<file path="config.mk">
export PLATFORM = sky130hd
export DESIGN_NAME = float32_divider_top
export DESIGN_NICKNAME = d
export VERILOG_FILES = /design/src/hdl/f32div_pkg.sv /design/src/hdl/f32div_core.sv /design/src/hdl/float32_divider_top.sv
export SDC_FILE = /design/constraint.sdc
export NUM_CORES = 1
export LEC_CHECK = 0
export ABC_AREA = 1
export BUFFER_PORTS_ARGS = -buffer_cell sky130_fd_sc_hd__buf_2
export CORE_AREA = 2 2 307 188
export DETAILED_ROUTE_END_ITERATION = 10
export DIE_AREA = 0 0 309 190
export GPL_ROUTABILITY_DRIVEN = 0
export PLACE_DENSITY = 0.43
export SLEW_MARGIN = 10
export SYNTH_ARGS = -nofsm -noshare
export SYNTH_HDL_FRONTEND = slang
export SYNTH_SLANG_ARGS = --single-unit
export TNS_END_PERCENT = 20
</file>
<file path="constraint.sdc">
create_clock -name clk -period 7.15 [get_ports clk]
set_input_delay 0.715 -clock clk [delete_from_list [all_inputs] [get_ports clk]]
set_output_delay 0.715 -clock clk [all_outputs]
set_load 0.005 [all_outputs]
</file>
<file path="src/hdl/f32div_pkg.sv">
// Shared types and constants for the float32 divider.
package f32div_pkg;

  localparam int WordWidth = 32;
  localparam int SigWidth = 24;
  localparam int QuoWidth = 31;
  localparam int ExpWidth = 11;

  localparam logic [31:0] QnanWord = 32'h7FC0_0000;
  localparam logic [31:0] ExpInf = 32'h7F80_0000;

  typedef struct packed {
    logic start;
    logic [SigWidth:0] sa;
    logic [SigWidth-1:0] sb;
  } div_req_t;

  typedef struct packed {
    logic done;
    logic [QuoWidth-1:0] q;
  } div_rsp_t;

endpackage

</file>
<file path="src/hdl/f32div_core.sv">
// Restoring radix-2 significand divider, one quotient bit per cycle.
module f32div_core
  import f32div_pkg::*;
(
  input  logic     clk,
  input  logic     rst,
  input  div_req_t req,
  output div_rsp_t rsp
);

  logic [SigWidth+1:0] rem;
  logic [SigWidth+1:0] den;
  logic [QuoWidth-1:0] q;
  logic [4:0] count;
  logic busy;
  logic done;
  logic [SigWidth+1:0] diff;
  logic ge;

  assign ge = rem >= den;
  assign diff = rem - den;

  always_ff @(posedge clk) begin
    if (rst) begin
      busy <= 1'b0;
      count <= '0;
      done <= 1'b0;
    end else begin
      done <= !req.start && busy && (count == '0);
      if (req.start) begin
        busy <= 1'b1;
        count <= 5'(QuoWidth - 1);
        rem <= {1'b0, req.sa};
        den <= {2'b00, req.sb};
        q <= '0;
      end else if (busy) begin
        q <= {q[QuoWidth-2:0], ge};
        rem <= (ge ? diff : rem) << 1;
        if (count == '0) begin
          busy <= 1'b0;
        end
        count <= count - 5'd1;
      end
    end
  end

  assign rsp.done = done;
  assign rsp.q = q;

endmodule

</file>
<file path="src/hdl/float32_divider_top.sv">
// Top level of the IEEE binary32 divider.
// Usage: present dividend and divisor with valid; the block takes one
// transaction while ready is high and then drops ready until the quotient
// transaction has been taken on the output channel.
// The operands are unpacked and denormals normalized one bit per cycle by a
// shift sequencer, then a restoring divider produces 31 quotient bits, one a
// cycle, then the result is rounded and packed into the quotient register.
// Special cases (NaN, infinity, zero) bypass the divider and go straight to
// the output stage. The next input is taken in the cycle after the output
// handshake.
// The quotient register holds its value while ready on the output is low,
// and no new input is taken until it is delivered.
// Reset is synchronous and clears the sequencer, out_valid and the start strobe.
module float32_divider_top
  import f32div_pkg::*;
(
  input  logic        clk,
  input  logic        rst,
  input  logic        in_valid,
  output logic        in_ready,
  input  logic [31:0] dividend,
  input  logic [31:0] divisor,
  output logic        out_valid,
  input  logic        out_ready,
  output logic [31:0] quotient
);

  localparam logic [2:0] SIdle = 3'd0;
  localparam logic [2:0] SNorm = 3'd1;
  localparam logic [2:0] SDiv = 3'd2;
  localparam logic [2:0] SWait = 3'd3;
  localparam logic [2:0] SOut = 3'd4;

  logic [2:0] state;
  logic [SigWidth-1:0] sa;
  logic [SigWidth-1:0] sb;
  logic signed [ExpWidth-1:0] ea;
  logic signed [ExpWidth-1:0] eb;
  logic sign;
  div_req_t req;
  div_rsp_t rsp;

  f32div_core u_core (.clk(clk), .rst(rst), .req(req), .rsp(rsp));

  logic a_nan, b_nan, a_inf, b_inf, a_zero, b_zero;
  assign a_nan = (dividend[30:23] == 8'hFF) && (dividend[22:0] != '0);
  assign b_nan = (divisor[30:23] == 8'hFF) && (divisor[22:0] != '0);
  assign a_inf = (dividend[30:23] == 8'hFF) && (dividend[22:0] == '0);
  assign b_inf = (divisor[30:23] == 8'hFF) && (divisor[22:0] == '0);
  assign a_zero = dividend[30:0] == '0;
  assign b_zero = divisor[30:0] == '0;

  logic sgn_in;
  assign sgn_in = dividend[31] ^ divisor[31];

  // Rounding and packing of the quotient.
  logic [SigWidth:0] m0;
  logic [SigWidth-1:0] m;
  logic signed [ExpWidth-1:0] e0;
  logic signed [ExpWidth-1:0] e;
  logic [ExpWidth-1:0] sh;
  logic [SigWidth-1:0] den_sig;
  logic [31:0] packed_q;

  always_comb begin
    m0 = 25'((32'(rsp.q) + 32'h40) >> 7);
    e0 = ea - eb + ExpWidth'(126);
    if (m0[SigWidth]) begin
      m = m0[SigWidth:1];
      e = e0 + ExpWidth'(1);
    end else begin
      m = m0[SigWidth-1:0];
      e = e0;
    end
    sh = ExpWidth'(1) - e;
    den_sig = m >> sh[4:0];
    if (e >= ExpWidth'(255)) begin
      packed_q = {sign, 31'h7F80_0000};
    end else if (e <= 0) begin
      if (sh >= ExpWidth'(24)) begin
        packed_q = {sign, 31'd0};
      end else begin
        packed_q = {sign, 8'd0, den_sig[22:0]};
      end
    end else begin
      packed_q = {sign, e[7:0], m[22:0]};
    end
  end

  assign in_ready = state == SIdle;

  always_ff @(posedge clk) begin
    req.start <= !rst && (state == SNorm) && sa[SigWidth-1] && sb[SigWidth-1];
    if (rst) begin
      state <= SIdle;
      out_valid <= 1'b0;
    end else begin
      case (state)
        SIdle: begin
          if (in_valid) begin
            sign <= sgn_in;
            if (a_nan) begin
              quotient <= dividend;
              state <= SOut;
            end else if (b_nan) begin
              quotient <= divisor;
              state <= SOut;
            end else if (a_inf) begin
              quotient <= b_inf ? QnanWord : {sgn_in, 31'h7F80_0000};
              state <= SOut;
            end else if (b_inf) begin
              quotient <= {sgn_in, 31'd0};
              state <= SOut;
            end else if (b_zero) begin
              quotient <= a_zero ? QnanWord : {sgn_in, 31'h7F80_0000};
              state <= SOut;
            end else if (a_zero) begin
              quotient <= {sgn_in, 31'd0};
              state <= SOut;
            end else begin
              sa <= {dividend[30:23] != '0, dividend[22:0]};
              sb <= {divisor[30:23] != '0, divisor[22:0]};
              ea <= (dividend[30:23] == '0) ? ExpWidth'(1)
                                            : ExpWidth'(dividend[30:23]);
              eb <= (divisor[30:23] == '0) ? ExpWidth'(1)
                                           : ExpWidth'(divisor[30:23]);
              state <= SNorm;
            end
          end
        end
        SNorm: begin
          if (!sa[SigWidth-1]) begin
            sa <= sa << 1;
            ea <= ea - ExpWidth'(1);
          end else if (!sb[SigWidth-1]) begin
            sb <= sb << 1;
            eb <= eb - ExpWidth'(1);
          end else begin
            // Keep the quotient in [1,2): double the dividend when it is below the divisor.
            req.sb <= sb;
            if (sb <= sa) begin
              req.sa <= {1'b0, sa};
              ea <= ea + ExpWidth'(1);
            end else begin
              req.sa <= {sa, 1'b0};
            end
            state <= SDiv;
          end
        end
        SDiv: begin
          state <= SWait;
        end
        SWait: begin
          if (rsp.done) begin
            quotient <= packed_q;
            state <= SOut;
          end
        end
        SOut: begin
          if (out_valid && out_ready) begin
            out_valid <= 1'b0;
            state <= SIdle;
          end else begin
            out_valid <= 1'b1;
          end
        end
        default: state <= SIdle;
      endcase
    end
  end

endmodule

</file>
---- Yosys cells after proc, flatten, opt, wreduce, memory -nomap -nowiden ----
Index checks and enable logic that the tools add are counted.
operators by class
  add/sub/neg operators ................... 10
  order comparisons ....................... 5
  equality and inequality tests ........... 22
  shift operators ......................... 1
  mux-type cells .......................... 81
  bitwise gates (word level) .............. 2
  reduce and logical (&&, ||, !) cells .... 39
operators by type and width
  cell                     number
  $mux W24                 18
  $mux W32                 10
  $mux W11                 20
  $pmux W24 S2             2
  $mux W31                 3
  $mux W25                 3
  $pmux W32 S2             1
  $logic_not A31 Y1        2
  $logic_not A23 Y1        2
  $reduce_bool A23 Y1      2
  $pmux W11 S2             2
  $mux W3                  11
  $add A31 B7 Y32 const B  1
  $ge A26 B24 Y1           1
  $mux W26                 1
  $sub A25 B24 Y25         1
  $le A24 B24 Y1           1
  $ne A2 B2 Y1 const B     12
  $shr A24 B5 Y23          1
  $mux W23                 1
  $add A11 B2 Y11 const B  2
  $reduce_and A11 Y1       2
  $sub A11 B2 Y11 const B  2
  $reduce_and A10 Y1       2
  34 further kinds         57
storage, ports and cells
  flip-flop bits (word level) ............. 243
  bits of input ports ..................... 68
  logic and storage cells ................. 183

---- Depth between registers and ports, before layout ----
Gate-level depths: netlist of run 1.
  depth after elaboration ................. 11
  depth in mapped cells ................... 26

---- Modules after synthesis ----
A second synthesis of run 1 with hierarchy kept.
second synthesis, totals
  cells, all modules ...................... 2378
  area total of the unflattened synthesis .. 17674.5 sq um
modules (own cells, without submodules)
  module               times used  cells an instance  area each (sq um)  sequential area each (sq um)
  float32_divider_top  1           1636               11955.2            4634.4
  f32div_core          1           742                5719.2             2572.5

---- Worst setup path before layout of run 1 ----
OpenSTA, ideal clock, no wires.
  kind .................................... input to register
  from .................................... input port rst
  to ...................................... register req[0] (netlist name)
  setup time .............................. 0.573 ns
  arrival ................................. 5.527 ns
  required time ........................... 6.577 ns
  path slack .............................. 1.050 ns
  stages on the path ...................... 2
  path buffers ............................ 1
  path through ............................ clkbuf_1 -> nor4_1
on the way
  cells in the longest elaborated chain, start to end .. 2
RTL lines
  element                      RTL line                   source
  start: declaration           float32_divider_top.sv:18  input logic rst,
  $not A1 Y1 (no line)         --
  $reduce_and A4 Y1 (no line)  --
Every way passes these cells.
A chain may end at the register's enable or synchronous reset.

---- Worst setup path in the final report of run 1 ----
  from .................................... register ea[0]
  to ...................................... register quotient[2], data pin
on the way
  cells in the longest elaborated chain, start to end .. 11
  elaborated cells on any way between the ends .. 14
  those cells by class .................... 4 x add/sub; 3 x order compare; 1 x shift; 6 x mux
RTL lines
  element                                                  RTL line                                              source
  start: declaration                                       float32_divider_top.sv:37                             logic signed [ExpWidth-1:0] ea;
  start signal: assignment                                 float32_divider_top.sv:123                            ea <= (dividend[30:23] == '0) ? ExpWidth'(1)
  start signal: assignment                                 float32_divider_top.sv:134                            ea <= ea - ExpWidth'(1);
  start signal: assignment                                 float32_divider_top.sv:143                            ea <= ea + ExpWidth'(1);
  $sub A11 B11 Y11 (*)                                     float32_divider_top.sv:67                             e0 = ea - eb + ExpWidth'(126);
  $add A11 B8 Y11 (*)                                      float32_divider_top.sv:67
  $add A11 B2 Y11                                          float32_divider_top.sv:70                             e = e0 + ExpWidth'(1);
  $mux W11 (*)                                             float32_divider_top.sv:68                             if (m0[SigWidth]) begin
  $sub A2 B11 Y11                                          float32_divider_top.sv:75                             sh = ExpWidth'(1) - e;
  $ge A11 B5 Y1 / $shr A24 B5 Y23 (equally long branches)  float32_divider_top.sv:80, float32_divider_top.sv:76
  $mux W23                                                 float32_divider_top.sv:80                             if (sh >= ExpWidth'(24)) begin
  $mux W31                                                 float32_divider_top.sv:79                             end else if (e <= 0) begin
  $mux W31 (*)                                             float32_divider_top.sv:77                             if (e >= ExpWidth'(255)) begin
  $mux W32 (*)                                             float32_divider_top.sv:154                            if (rsp.done) begin
  $pmux W32 S2 (*)                                         float32_divider_top.sv:98                             case (state)
  end signal: assignment                                   float32_divider_top.sv:103                            quotient <= dividend;
  end signal: assignment                                   float32_divider_top.sv:106                            quotient <= divisor;
  end signal: assignment                                   float32_divider_top.sv:155                            quotient <= packed_q;
  end: declaration                                         float32_divider_top.sv:25                             output logic [31:0] quotient
Every way passes the cells marked *; elsewhere a longest branch is shown, timed or not. The select of a mux whose other input is x is not followed.

==> results.md, run 1 <==
- The flow ran to the end, and the final reports show no timing, DRC or antenna violations.
- The leading cell type by number of instances after synthesis is nand2_1.
- In this run the tool buffered the top-level ports with 101 buffer cells.
- The type of element capturing the critical path is a flop.
- The final critical-path setup slack is 1410 ps.
- The floorplan step defined a die boundary enclosing 0.0587 mm².
- After clock tree synthesis, the repair step resized 0 gates.
- The maximum number of buffers from clock root to sink is 3.
- After synthesis, the cell types taking the most area are edfxtp_1 42%, nand2_1 13%, ha_1 6.3%.
- Dividing the detail-routed via count by the number of cells gives 4.99.
- After synthesis, the most frequently instantiated cells are 589 x nand2_1, 260 x inv_1, 231 x edfxtp_1.
- After clock tree synthesis, the clock-pin slew on the worst setup and hold paths is 70 ps.
- The number of buffers added for setup after CTS is 0.
- The floorplan die height is 190 µm.
- The placeable core region is 0.0563 mm².
- The buffer and inverter count on the worst path is 5.
- The wire length of the first global-routing pass is 87100 µm.
- The pin count of the biggest net entering global routing is 61.
- The setup TNS after final layout is 0 ps.
- The via count of the first global-routing pass is 13538.
- The number of diodes is 0.
- The critical path's slowest cell is clkinv_1.
- The headroom to the max-slew limit is 24.8%.
- The I/O pin total is 102.
- The startpoint kind of the worst setup timing path is a flop.
- The post-route netlist has 10.3% of its cells at a drive strength greater than 1.
- CTS placed an instance of clkbuf_16 at the clock tree root.
- Along the worst path, the maximum fanout reaches 28.
- The maximum vdd drop is 0.000497 V.
- The placed wire-length estimate after detailed placement is 45200 µm.
- The mean instance size in the synthesized netlist is 7.83 µm².
- For the worst setup path, the data required time is 7460 ps.
- The total chip power is 9.37 mW.
- Counting every instance in the synthesized netlist gives 2115.
- The area share of the largest cell type after synthesis is 41.9%.
- The detail-routed net length per standard cell is 19.8 µm.
- Walking the worst path, the cells encountered are inv_1 -> ha_1 -> inv_1 -> ha_1 -> nand3b_1 -> nand2_2 -> clkinv_1 -> ha_1 -> clkinv_1 -> nand3_1 -> nand2_1 -> nand2_1 -> nand2_1 -> nand2_1 -> inv_1 -> nand3_1 -> nand2_1 -> nand2_1 -> nand2_1.
- For this design the ratio of total power to cell area is 497 mW/mm².
- The fraction of the cycle the final worst path needs is 80.3%.
- The count of max-cap constraint violations is 0.
- The starting density of the core is 29.4%.
- At the worst endpoint, the arrival time is 6050 ps.
- The dominant register cell in the synthesized netlist is edfxtp_1.
- The iteration count of the initial detailed-routing pass is 6.
- Compared with the post-synthesis result, the final layout area differs by 13.7%.
- The critical path's top delay family is adder cells.
- The Yosys step of the flow raised 0 warnings.
- The placed cell area is 0.0178 mm².
- After clock tree synthesis, the flow added hold-fix buffers numbering 0.
- The class of the tightest hold or removal check is reg -> reg.
- The cell seen most often among critical-path stages is nand2_1.
- For this run, the post-layout net count is 2338.
- The slew at the pin with the worst max-slew slack is 1120 ps.
- In this run, synthesis inferred 231 flip-flops with an integrated enable.
- The number of unique standard cell types used by synthesis is 52.
- The initial antenna violation count was 5.
- The total of flip-flops plus latches after synthesis is 243.
- The path type of the worst setup path is reg -> reg.
- Clock tree synthesis found a total of 243 sinks.
- Registers take 0.00718 mm².
- The peak per-stage delay on the critical path is 890 ps.
- The clock tree from TritonCTS is done.
- TritonCTS created 29 clock buffers.
- The setup skew after layout is 28.3 ps.
- The fill cell instance count of the final layout is 6058.
- The floorplan step set the die width to 309 µm.
- The post-route minimum period is 5740 ps.
- The later-pin clock latency in the skew report is 580 ps.
- The first-iteration detailed-routing DRC count is 1549.
- The finished cells cover 0.0188 mm².
- The total standard cell area after synthesis is 0.0166 mm².
- The final max-slew violation count was 0.
- Prior to clock tree synthesis, the placed netlist has a worst setup slack of 1540 ps.
- The share of synthesized area occupied by flip-flops and latches is 43.3%.
- The final wirelength is 59000 µm.
- The setup-violating endpoint count in the final report is 0.
- Hold timing on the final database bottoms out at a slack of 410 ps.
- Derived from the worst setup path, the maximum achievable clock frequency is 174 MHz.
- In the final layout, the multi-input gates occupy 0.00807 mm².
- The total number of H-tree levels is 1.
- The number of nets with antenna violations after routing is 0.
- The dominant cell type by area after synthesis is edfxtp_1.
- For this run, asynchronously set or reset flops after synthesis account for 0%.
- The number of hold violations in the final report is 0.
- The total leakage power is 8.25 nW.
- The number of vias after detailed routing is 14854.
- The post-synth net total is 2269.
- The total number of placement rows is 68.
- The final global-route overflow total is 0.
- Setup repair after global routing left no endpoint under its margin.
- After detailed routing, the number of remaining DRC violations is 0.
- The total routing usage reported by global routing is 19.8%.
-- final timing paths --
| kind | start | endpoint | slack, ps | cells after the start |
|---|---|---|---|---|
| max | ea[0] | quotient[2] | 1410 | 19 |
| min reg2reg | req[17] | u_core.den[17] | 410 | 0 |
| max reg2reg | ea[0] | quotient[2] | 1410 | 19 |
| min | req[17] | u_core.den[17] | 410 | 0 |
-- layer usage --
| layer | global-route usage (%) | vias to the layer above | share of wire (%) |
|---|---|---|---|
| met5 | 0 | - | 0 |
| met2 | 24.9 | 526 | 36 |
| met3 | 4.49 | 58 | 8.1 |
| met4 | 3.38 | 0 | 1.7 |
| li1 | - | 7237 | - |
| met1 | 33.1 | 7033 | 54 |
-- registers in the layout (all words and copies together), names as in the netlist --
register	flops
u_core.done	1
u_core.rem	26
req	49
state	3
u_core.busy	1
sb	24
eb	11
u_core.q	31
quotient	32
u_core.count	5
sa	24
sign	1
ea	11
out_valid	1
u_core.den	23
-- placed cells by master, fill, tap and decap left out, types with 11 or more instances in the layout --
| cell type | instances |
|---|---|
| xor2_1 | 22 |
| inv_1 | 259 |
| nand4_1 | 38 |
| nand3_1 | 199 |
| nor2_1 | 179 |
| o211ai_1 | 26 |
| buf_4 | 14 |
| nand2_1 | 588 |
| nor3_1 | 18 |
| ha_1 | 83 |
| nand2_2 | 12 |
| buf_2 | 101 |
| nor2_4 | 12 |
| dfxtp_1 | 11 |
| xnor2_1 | 22 |
| o22ai_1 | 20 |
| clkbuf_16 | 29 |
| a21oi_1 | 81 |
| nor4_1 | 16 |
| edfxtp_1 | 231 |
| o21ai_1 | 11 |
| o21ai_0 | 132 |
-- cell type report --
type / instances / share of cell area [%]
Inverter: 270 / 5.38
Sequential cell: 243 / 38.1
Timing Repair Buffer: 115 / 3.24
Clock inverter: 18 / 1.12
Tap cell: 770 / 5.11
Multi-Input combinational cell: 1525 / 42.8
Clock buffer: 36 / 4.26
-- cell families after synthesis --
kind of cell,after synthesis,synth area share (%)
buf+inv,347,8.25
fa+ha+maj,86,6.63
xor+xnor,47,2.76
compound gates,303,10.2
flops,243,43.3
simple gates,1089,28.8
-- report_power, final --
part           leakage, nW  internal [mW]  switching [mW]
sequential            2.20           1.93           0.168
combinational         5.55           1.66            4.02
clock                0.498          0.942           0.658
total                 8.25           4.53            4.85
-- metrics by stage --
| stage | utilization [%] | instances |
|---|---|---|
| floorplan | - | 2115 |
| global placement | 31.7 | 2923 |
| detailed placement | 31.7 | 2923 |
| CTS | 33.5 | 2977 |
| global route | 33.5 | 2977 |
| finish | 33.5 | 2977 |
(Power assumes the default switching activity.)
==> inputs of run 2 (changes only) <==
- ABC_AREA: 1 -> 0
- CORE_AREA: 2 2 307 188 -> 2 2 303 185
- DIE_AREA: 0 0 309 190 -> 0 0 305 187
- clock period: 7.15 -> 5.83 ns (I/O delays scaled with it)
==> results.md, run 2 <==
- The share of synthesized area occupied by flip-flops and latches is 44.4%.
- The area occupied by registers is 0.00718 mm².
- Of the available clock period, the critical path in the final layout requires 83.4%.
- Of the cells placed in the final design, the portion with a size suffix greater than 1 is 13.6%.
- The worst reg-to-reg setup slack is 970 ps.
- The post-synth net total is 1821.
- The register with the most flip-flops in the layout has 49 of them.
- Yosys attributes the largest share of cell area to edfxtp_1 43%, ha_1 6.4%, nand2_1 4.1%.
- The number of hold violations in the final report is 0.
- In this run, synthesis produced a sequential element count of 243.
- Detailed placement finished with a half-perimeter wire length of 42900 µm.
- Global routing used 19.5% of the available tracks.
- The final max-slew violation count is 0.
- The dominant cell type by area after synthesis is edfxtp_1.
- The floorplan die height is 187 µm.
- The pin count of the biggest net entering global routing is 95.
- Once placement finished, the instance area stood at 0.0175 mm².
- The total number of H-tree levels is 1.
- The setup path with the least slack is of type reg -> reg.
- The number of clock sinks seen by CTS is 243.
- Post-CTS repair changed the size of 0 cells.
- The via count of the first global-routing pass is 12212.
- The mean instance size in the synthesized netlist is 9.70 µm².
- The leading cell type by number of instances after synthesis is edfxtp_1.
- The initial antenna violation count came to 10.
- After global routing the overflow that remains totals 0.
- Relative to the synthesized area, the layout overhead comes to 14.7%.
- In this run the biggest area consumer among cell types represents 42.9% of the synthesized area.
- The first-iteration detailed-routing DRC count is 1570.
- Setup repair after global routing left no endpoint under its margin.
- The count of placed standard cells including taps is 2427.
- The iteration count of the initial detailed-routing pass is 5.
- In the final layout, the registers with the most flip-flops are req x49, quotient x32, u_core.q x31.
- The total standard cell area after synthesis is 0.0162 mm².
- The count of cells in the finished layout, fillers not included, comes to 2482.
- At the worst endpoint, the required time is 6180 ps.
- The net count of the finished layout is 1887.
- In the synthesized netlist, the cells that appear most often are 231 x edfxtp_1, 175 x nand2_1, 117 x nor2_1.
- In this run the tool buffered the top-level ports with 101 buffer cells.
- The maximum fanout encountered on the critical timing path is 23.
- The clock tree root buffer cell is clkbuf_16.
- At the pin with the least slew margin, the transition time is 1090 ps.
- The final layout contains routed wiring with a total length of 56800 µm.
- The maximum vdd drop is 0.000382 V.
- The post-route core utilization is 33.9%.
- The library cell used most frequently in the layout, excluding fill and tap cells, is edfxtp_1.
- For this run, the number of Yosys warnings is 0.
- Pin placement for this block handled 102 I/O pins.
- Across all layers, the routed design uses 13527 vias.
- The per-cell via count in the routed design is 5.45.
- Leaving out fill and tap cells, the most frequent cells in the layout are 231 x edfxtp_1, 174 x nand2_1, 114 x nor2_1.
- In this run the power density over the cells is 588 mW/mm².
- Counting flops per register, the top entry is req.
- Clock tree synthesis inserted a total of 28 buffers.
- The later-pin clock latency in the skew report is 570 ps.
- The longest clock path from root to sink contains 3 buffers.
- The initial utilization of the core area, before any placement, comes to 29.5%.
- The setup TNS after final layout is 0 ps.
- The number of cell instances on the worst register-to-register path is 14.
- The critical register-to-register path startpoint is ea[1].
- The total leakage power is 7.05 nW.
- The wire length of the first global-routing pass is 83300 µm.
- The number of unique standard cell types used by synthesis is 86.
- Walking the worst path, the cells encountered are inv_1 -> ha_1 -> inv_1 -> ha_1 -> fa_1 -> a211oi_1 -> o21ai_0 -> a22o_1 -> or3_1 -> nor4_1 -> o22a_1 -> o21a_2 -> nand4_4 -> o41ai_1.
- Counting flops with an async set or reset pin after synthesis yields a share of 0%.
- The residual DRC count is 0.
- In this run the remaining antenna-violating nets after routing total 0.
- The pre-CTS setup slack is 955 ps.
- The endpoint identified for the worst register-to-register timing path is quotient[21].
- The count of max-cap constraint violations is 0.
- The worst setup path is captured at a flop.
- The post-route minimum period is 4860 ps.
- The dominant register cell in the synthesized netlist is edfxtp_1.
- Counting the fill cells in the layout gives 5615.
- In this run the worst hold path is classified as in -> reg.
- The area of the multi-input gates is 0.00823 mm².
- The buffer and inverter count on the worst path is 2.
- The total number of placement rows is 67.
- The total area inside the core boundary comes to 0.0547 mm².
- The startpoint identified for the worst hold timing path is dividend[29].
- The width of the chip is 305 µm.
- The hold buffer count at cts is 0.
- The setup skew after layout is 13.7 ps.
- In this run the tightest slew margin relative to its limit is 25.3%.
- The startpoint kind of the worst setup timing path is a flop.
- The capture endpoint of the worst hold path is ea[6].
- Dividing the detail-routed wire length by the instance count gives 22.9 µm.
- The critical path's top delay family is compound AO/OA/AOI/OAI gates.
- The count of mapped cells out of synthesis is 1667.
- The worst hold slack across all endpoints is 329 ps.
- The critical path data arrival time is 5210 ps.
- For this run, the top clock speed supported by timing is 206 MHz.
- The critical path's slowest cell is nor4_1.
- The total non-filler cell area in the finished layout is 0.0186 mm².
- The final critical-path setup slack is 967 ps.
- The clock tree from TritonCTS is done.
- The total chip power is 10.9 mW.
- The flow ran to the end, and the final reports show no timing, DRC or antenna violations.
- The setup-violating endpoint count in the final report is 0.
- Yosys mapped a number of flops with a built-in enable equal to 231.
- The peak per-stage delay on the critical path is 640 ps.
- The clock-pin slew on the worst setup and hold paths is 60 ps.
- The number of buffers added for setup after CTS is 0.
- The cell depth of the worst min-delay path is 3.
- The die outline area is 0.0570 mm².
[run 2: cell families (layout without fill, tap and decap cells)]
group | after synthesis | in the layout | synth area share, %
muxes | 57 | 57 | 3.66
and+or+nand+nor | 550 | 550 | 17.1
buffers and inverters | 211 | 299 | 5.18
DFF | 243 | 243 | 44.4
xor gates and xnor gates | 77 | 77 | 4.35
other | 0 | 3 | 0
AOI/OAI and AO/OA | 443 | 443 | 18.6
adders and majority gates | 86 | 86 | 6.79
[run 2: metal layers]
layer | vias to the layer above | wire length (µm) | track usage, %
met5 | - | 23 | 0
met4 | 4 | 780 | 2.82
met3 | 48 | 4680 | 3.16
met2 | 521 | 19600 | 23.1
met1 | 6604 | 31700 | 34.8
li1 | 6350 | - | -
[run 2: cell type report]
class	instances	area share, %
antenna	3	0.0405
timing repair buffer	132	4.05
sequential	243	38.7
clock inverter	22	1.72
inverter	115	2.33
multi-input combinational	1213	44.4
clock buffer	30	3.93
tap	724	4.88
[run 2: how the worst max path moves through the flow]
| stage | start | to | slack, ps | cells past startpoint |
|---|---|---|---|---|
| 6_report | ea[1] | quotient[21] | 970 | 14 |
| 5_1_grt | ea[1] | quotient[21] | 550 | 15 |
| 4_1_cts | ea[1] | quotient[21] | 840 | 15 |
| 3_5_place_dp | ea[1] | quotient[21] | 960 | 15 |
| 3_3_place_gp | ea[1] | quotient[21] | 1160 | 14 |
| 2_1_floorplan | divisor[15] | eb[0] | 540 | 9 |
[run 2: where the power goes]
| group | switching [mW] | internal (mW) |
|---|---|---|
| combinational | 4.02 | 2.09 |
| sequential | 0.270 | 2.48 |
| clock | 0.789 | 1.26 |
[run 2: worst reg2reg max path, delay by kind of cell, from the launching register on]
family / cells / cell delay, ps
simple gates: 3 / 1360
compound gates: 6 / 1850
fa+ha+maj: 3 / 980
buf+inv: 2 / 100
flops: 1 / 390
==> inputs of run 3 (changes only) <==
- PLACE_DENSITY: 0.43 -> 0.45
- clock period: 5.83 -> 4.29 ns (I/O delays scaled with it)
==> results.md, run 3 (synthesized netlist as in run 2, its figures left out) <==
- The run finished with clean final reports.
- The clock tree root buffer cell is clkbuf_16.
- The worst hold path belongs to the class in -> reg.
- The number of hold violations in the final report is 0.
- In the final layout, the registers with the most flip-flops are req x49, quotient x32, u_core.q x31.
- Data arrives at the worst endpoint at 4500 ps.
- The worst hold slack across all endpoints is 150 ps.
- The final max-slew violation count came to 0.
- In the routed layout, each cell is associated on average with a via count of 5.40.
- The fraction of the cycle the final worst path needs is 96.0%.
- The count of max-cap constraint violations is 0.
- The routed design has 56200 µm of wire.
- The HPWL after detailed placement is 42200 µm.
- The post-route netlist has 16.3% of its cells at a drive strength greater than 1.
- The slew at the pin with the worst max-slew slack is 1190 ps.
- The initial utilization of the core area, before any placement, comes to 29.5%.
- The iteration count of the initial detailed-routing pass is 7.
- The width of the chip is 305 µm.
- The number of buffers and inverters on the critical path is 3.
- The critical path in this run is classified as reg -> reg.
- The area growth from synthesis to layout is 17.1%.
- Setup repair after global routing could not meet its margin everywhere.
- The net count of the finished layout is 1926.
- The sequential cells in the finished layout cover a total of 0.00718 mm².
- The power density normalized to cell area is 804 mW/mm².
- The clock-pin slew on the worst setup and hold paths is 70 ps.
- Subtracting the final worst setup slack from the clock period gives 4120 ps.
- In the layout the commonest cells are 231 x edfxtp_1, 174 x nand2_1, 114 x nor2_1.
- The fill cell instance count of the final layout is 5590.
- For this design the top-level I/O count stands at 102.
- The type of element capturing the critical path is a flop.
- The flip-flop count of the largest register, all copies and words added is 49.
- The number of nets with antenna violations after routing is 0.
- The headroom to the max-slew limit is 18.8%.
- The library cell used most frequently in the layout, excluding fill and tap cells, is edfxtp_1.
- The floorplan die height is 187 µm.
- The tree built by TritonCTS fans out to 243 sinks.
- In the final routed layout, each cell accounts on average for 22.3 µm.
- The via count of the first global-routing pass is 12306.
- Buffers placed on the I/O ports in this run total 101.
- CTS built an H-tree with a depth of 1.
- The maximum vdd drop is 0.000779 V.
- For this block, the initial DRC count from the detailed router was 1416.
- The residual DRC count is 0.
- The peak per-stage delay on the critical path is 490 ps.
- The total leakage power is 7.27 nW.
- The placeable core region is 0.0547 mm².
- The final critical-path setup slack is 173 ps.
- The worst setup path is launched from a flop.
- The area of the multi-input gates is 0.00834 mm².
- Ranked by flip-flop count, first place goes to req.
- The initialized floorplan defines 67 standard-cell rows.
- The die covers 0.0570 mm².
- The number of vias after detailed routing is 13616.
- The total routing usage reported by global routing is 19.1%.
- The cell that appears most often on the critical path is ha_1.
- The initial antenna violation count came to 5.
- OpenSTA, run right after detailed placement, puts the worst setup slack at -126 ps.
- The maximum number of buffers from clock root to sink is 3.
- The highest attainable clock frequency is 243 MHz.
- The setup-violating endpoint count in the final report is 0.
- Across the routed clock network, the largest skew measured is 27.2 ps.
- The clock reaches the later pin of the worst-skew pair after 580 ps.
- In this run, CTS created clock tree buffers numbering 28.
- The critical path goes through ha_1 -> inv_1 -> ha_1 -> fa_2 -> a211o_1 -> nand2_1 -> o2111ai_1 -> a2111o_1 -> xnor2_2 -> buf_4 -> nor3b_4 -> o211ai_2 -> nand2_2 -> nand4_4 -> buf_12 -> o41ai_2.
- The hold buffer count at cts is 0.
- The slowest stage of the critical path belongs to the cell a2111o_1.
- The maximum fanout encountered on the critical timing path is 6.
- Entering global routing, the biggest net connects 93 pins.
- The critical path's top delay family is compound AO/OA/AOI/OAI gates.
- The first global-routing pass estimated 82600 µm of wire.
- The final global-route overflow total is 0.
- The required time of the critical path is 4680 ps.
- The clock tree from TritonCTS is done.
[run 3: cell count changes in the layout (fill, tap and decap cells not counted), sizes merged]
cell      previous run  this run
buf                132       171
bufinv               8         3
clkbuf              30        33
clkinvlp             2         4
[run 3: path summary, 6_finish.rpt]
path                                  start  depth (start not counted)  slack (ps)             to
worst max-delay path                  eb[1]                         16         170   quotient[21]
worst min-delay path            divisor[28]                          3         150          eb[5]
worst min register to register       req[2]                          0         420  u_core.den[2]
worst max register to register        eb[1]                         16         170   quotient[21]
[run 3: cell type report]
| cell class | count | share of cell area (%) |
|---|---|---|
| diodes | 3 | 0.0396 |
| clock buffers | 33 | 3.96 |
| clock inverters | 19 | 0.978 |
| inverters | 115 | 2.28 |
| multi-input cells | 1213 | 44.0 |
| flip-flops and latches | 243 | 37.9 |
| well taps | 724 | 4.78 |
| repair buffers | 171 | 6.04 |
[run 3: worst min-delay path: cells and delay by family]
| kind | cells | cell delay (ps) |
|---|---|---|
| AO/OA/AOI/OAI | 1 | 60 |
| buffers and inverters | 1 | 90 |
| AND/OR/NAND/NOR | 1 | 40 |
[run 3: metrics by stage]
step                power, mW  TNS [ps]  cells  util (%)  area (µm²)
floorplan                9.55    -55190   1667         -       16200
global route             16.2     -78.1   2518      34.6       18900
CTS                      14.9         0   2514      34.4       18800
global placement         12.3         0   2459      32.6       17800
finish                   15.2         0   2521      34.6       18900
detailed placement       12.4      -742   2459      32.6       17800
[run 3: metal layers]
layer  share of wire [%]  vias up  GRT usage [%]  routed length (µm)
met5               0.018        -              0                  10
met4                 1.5        2           2.86                 828
met3                  11       53           4.66                5940
met2                  35      569           22.8               19600
met1                  53     6575           33.0               29800
li1                    -     6417              -                   -
[run 3: power by group]
part	total (mW)	switching [mW]	internal (mW)
clock	2.49	1.06	1.43
combinational	9.01	5.70	3.31
sequential	3.73	0.359	3.37
total	15.2	7.12	8.11
[run 3: repair_timing]
action / in CTS / in global routing
endpoints found under the setup margin: 15 / 31
hold endpoints to repair: 0 / 0
setup buffers: 3 / 4
gates resized for setup: 2 / 20
pin swaps: 2 / 8
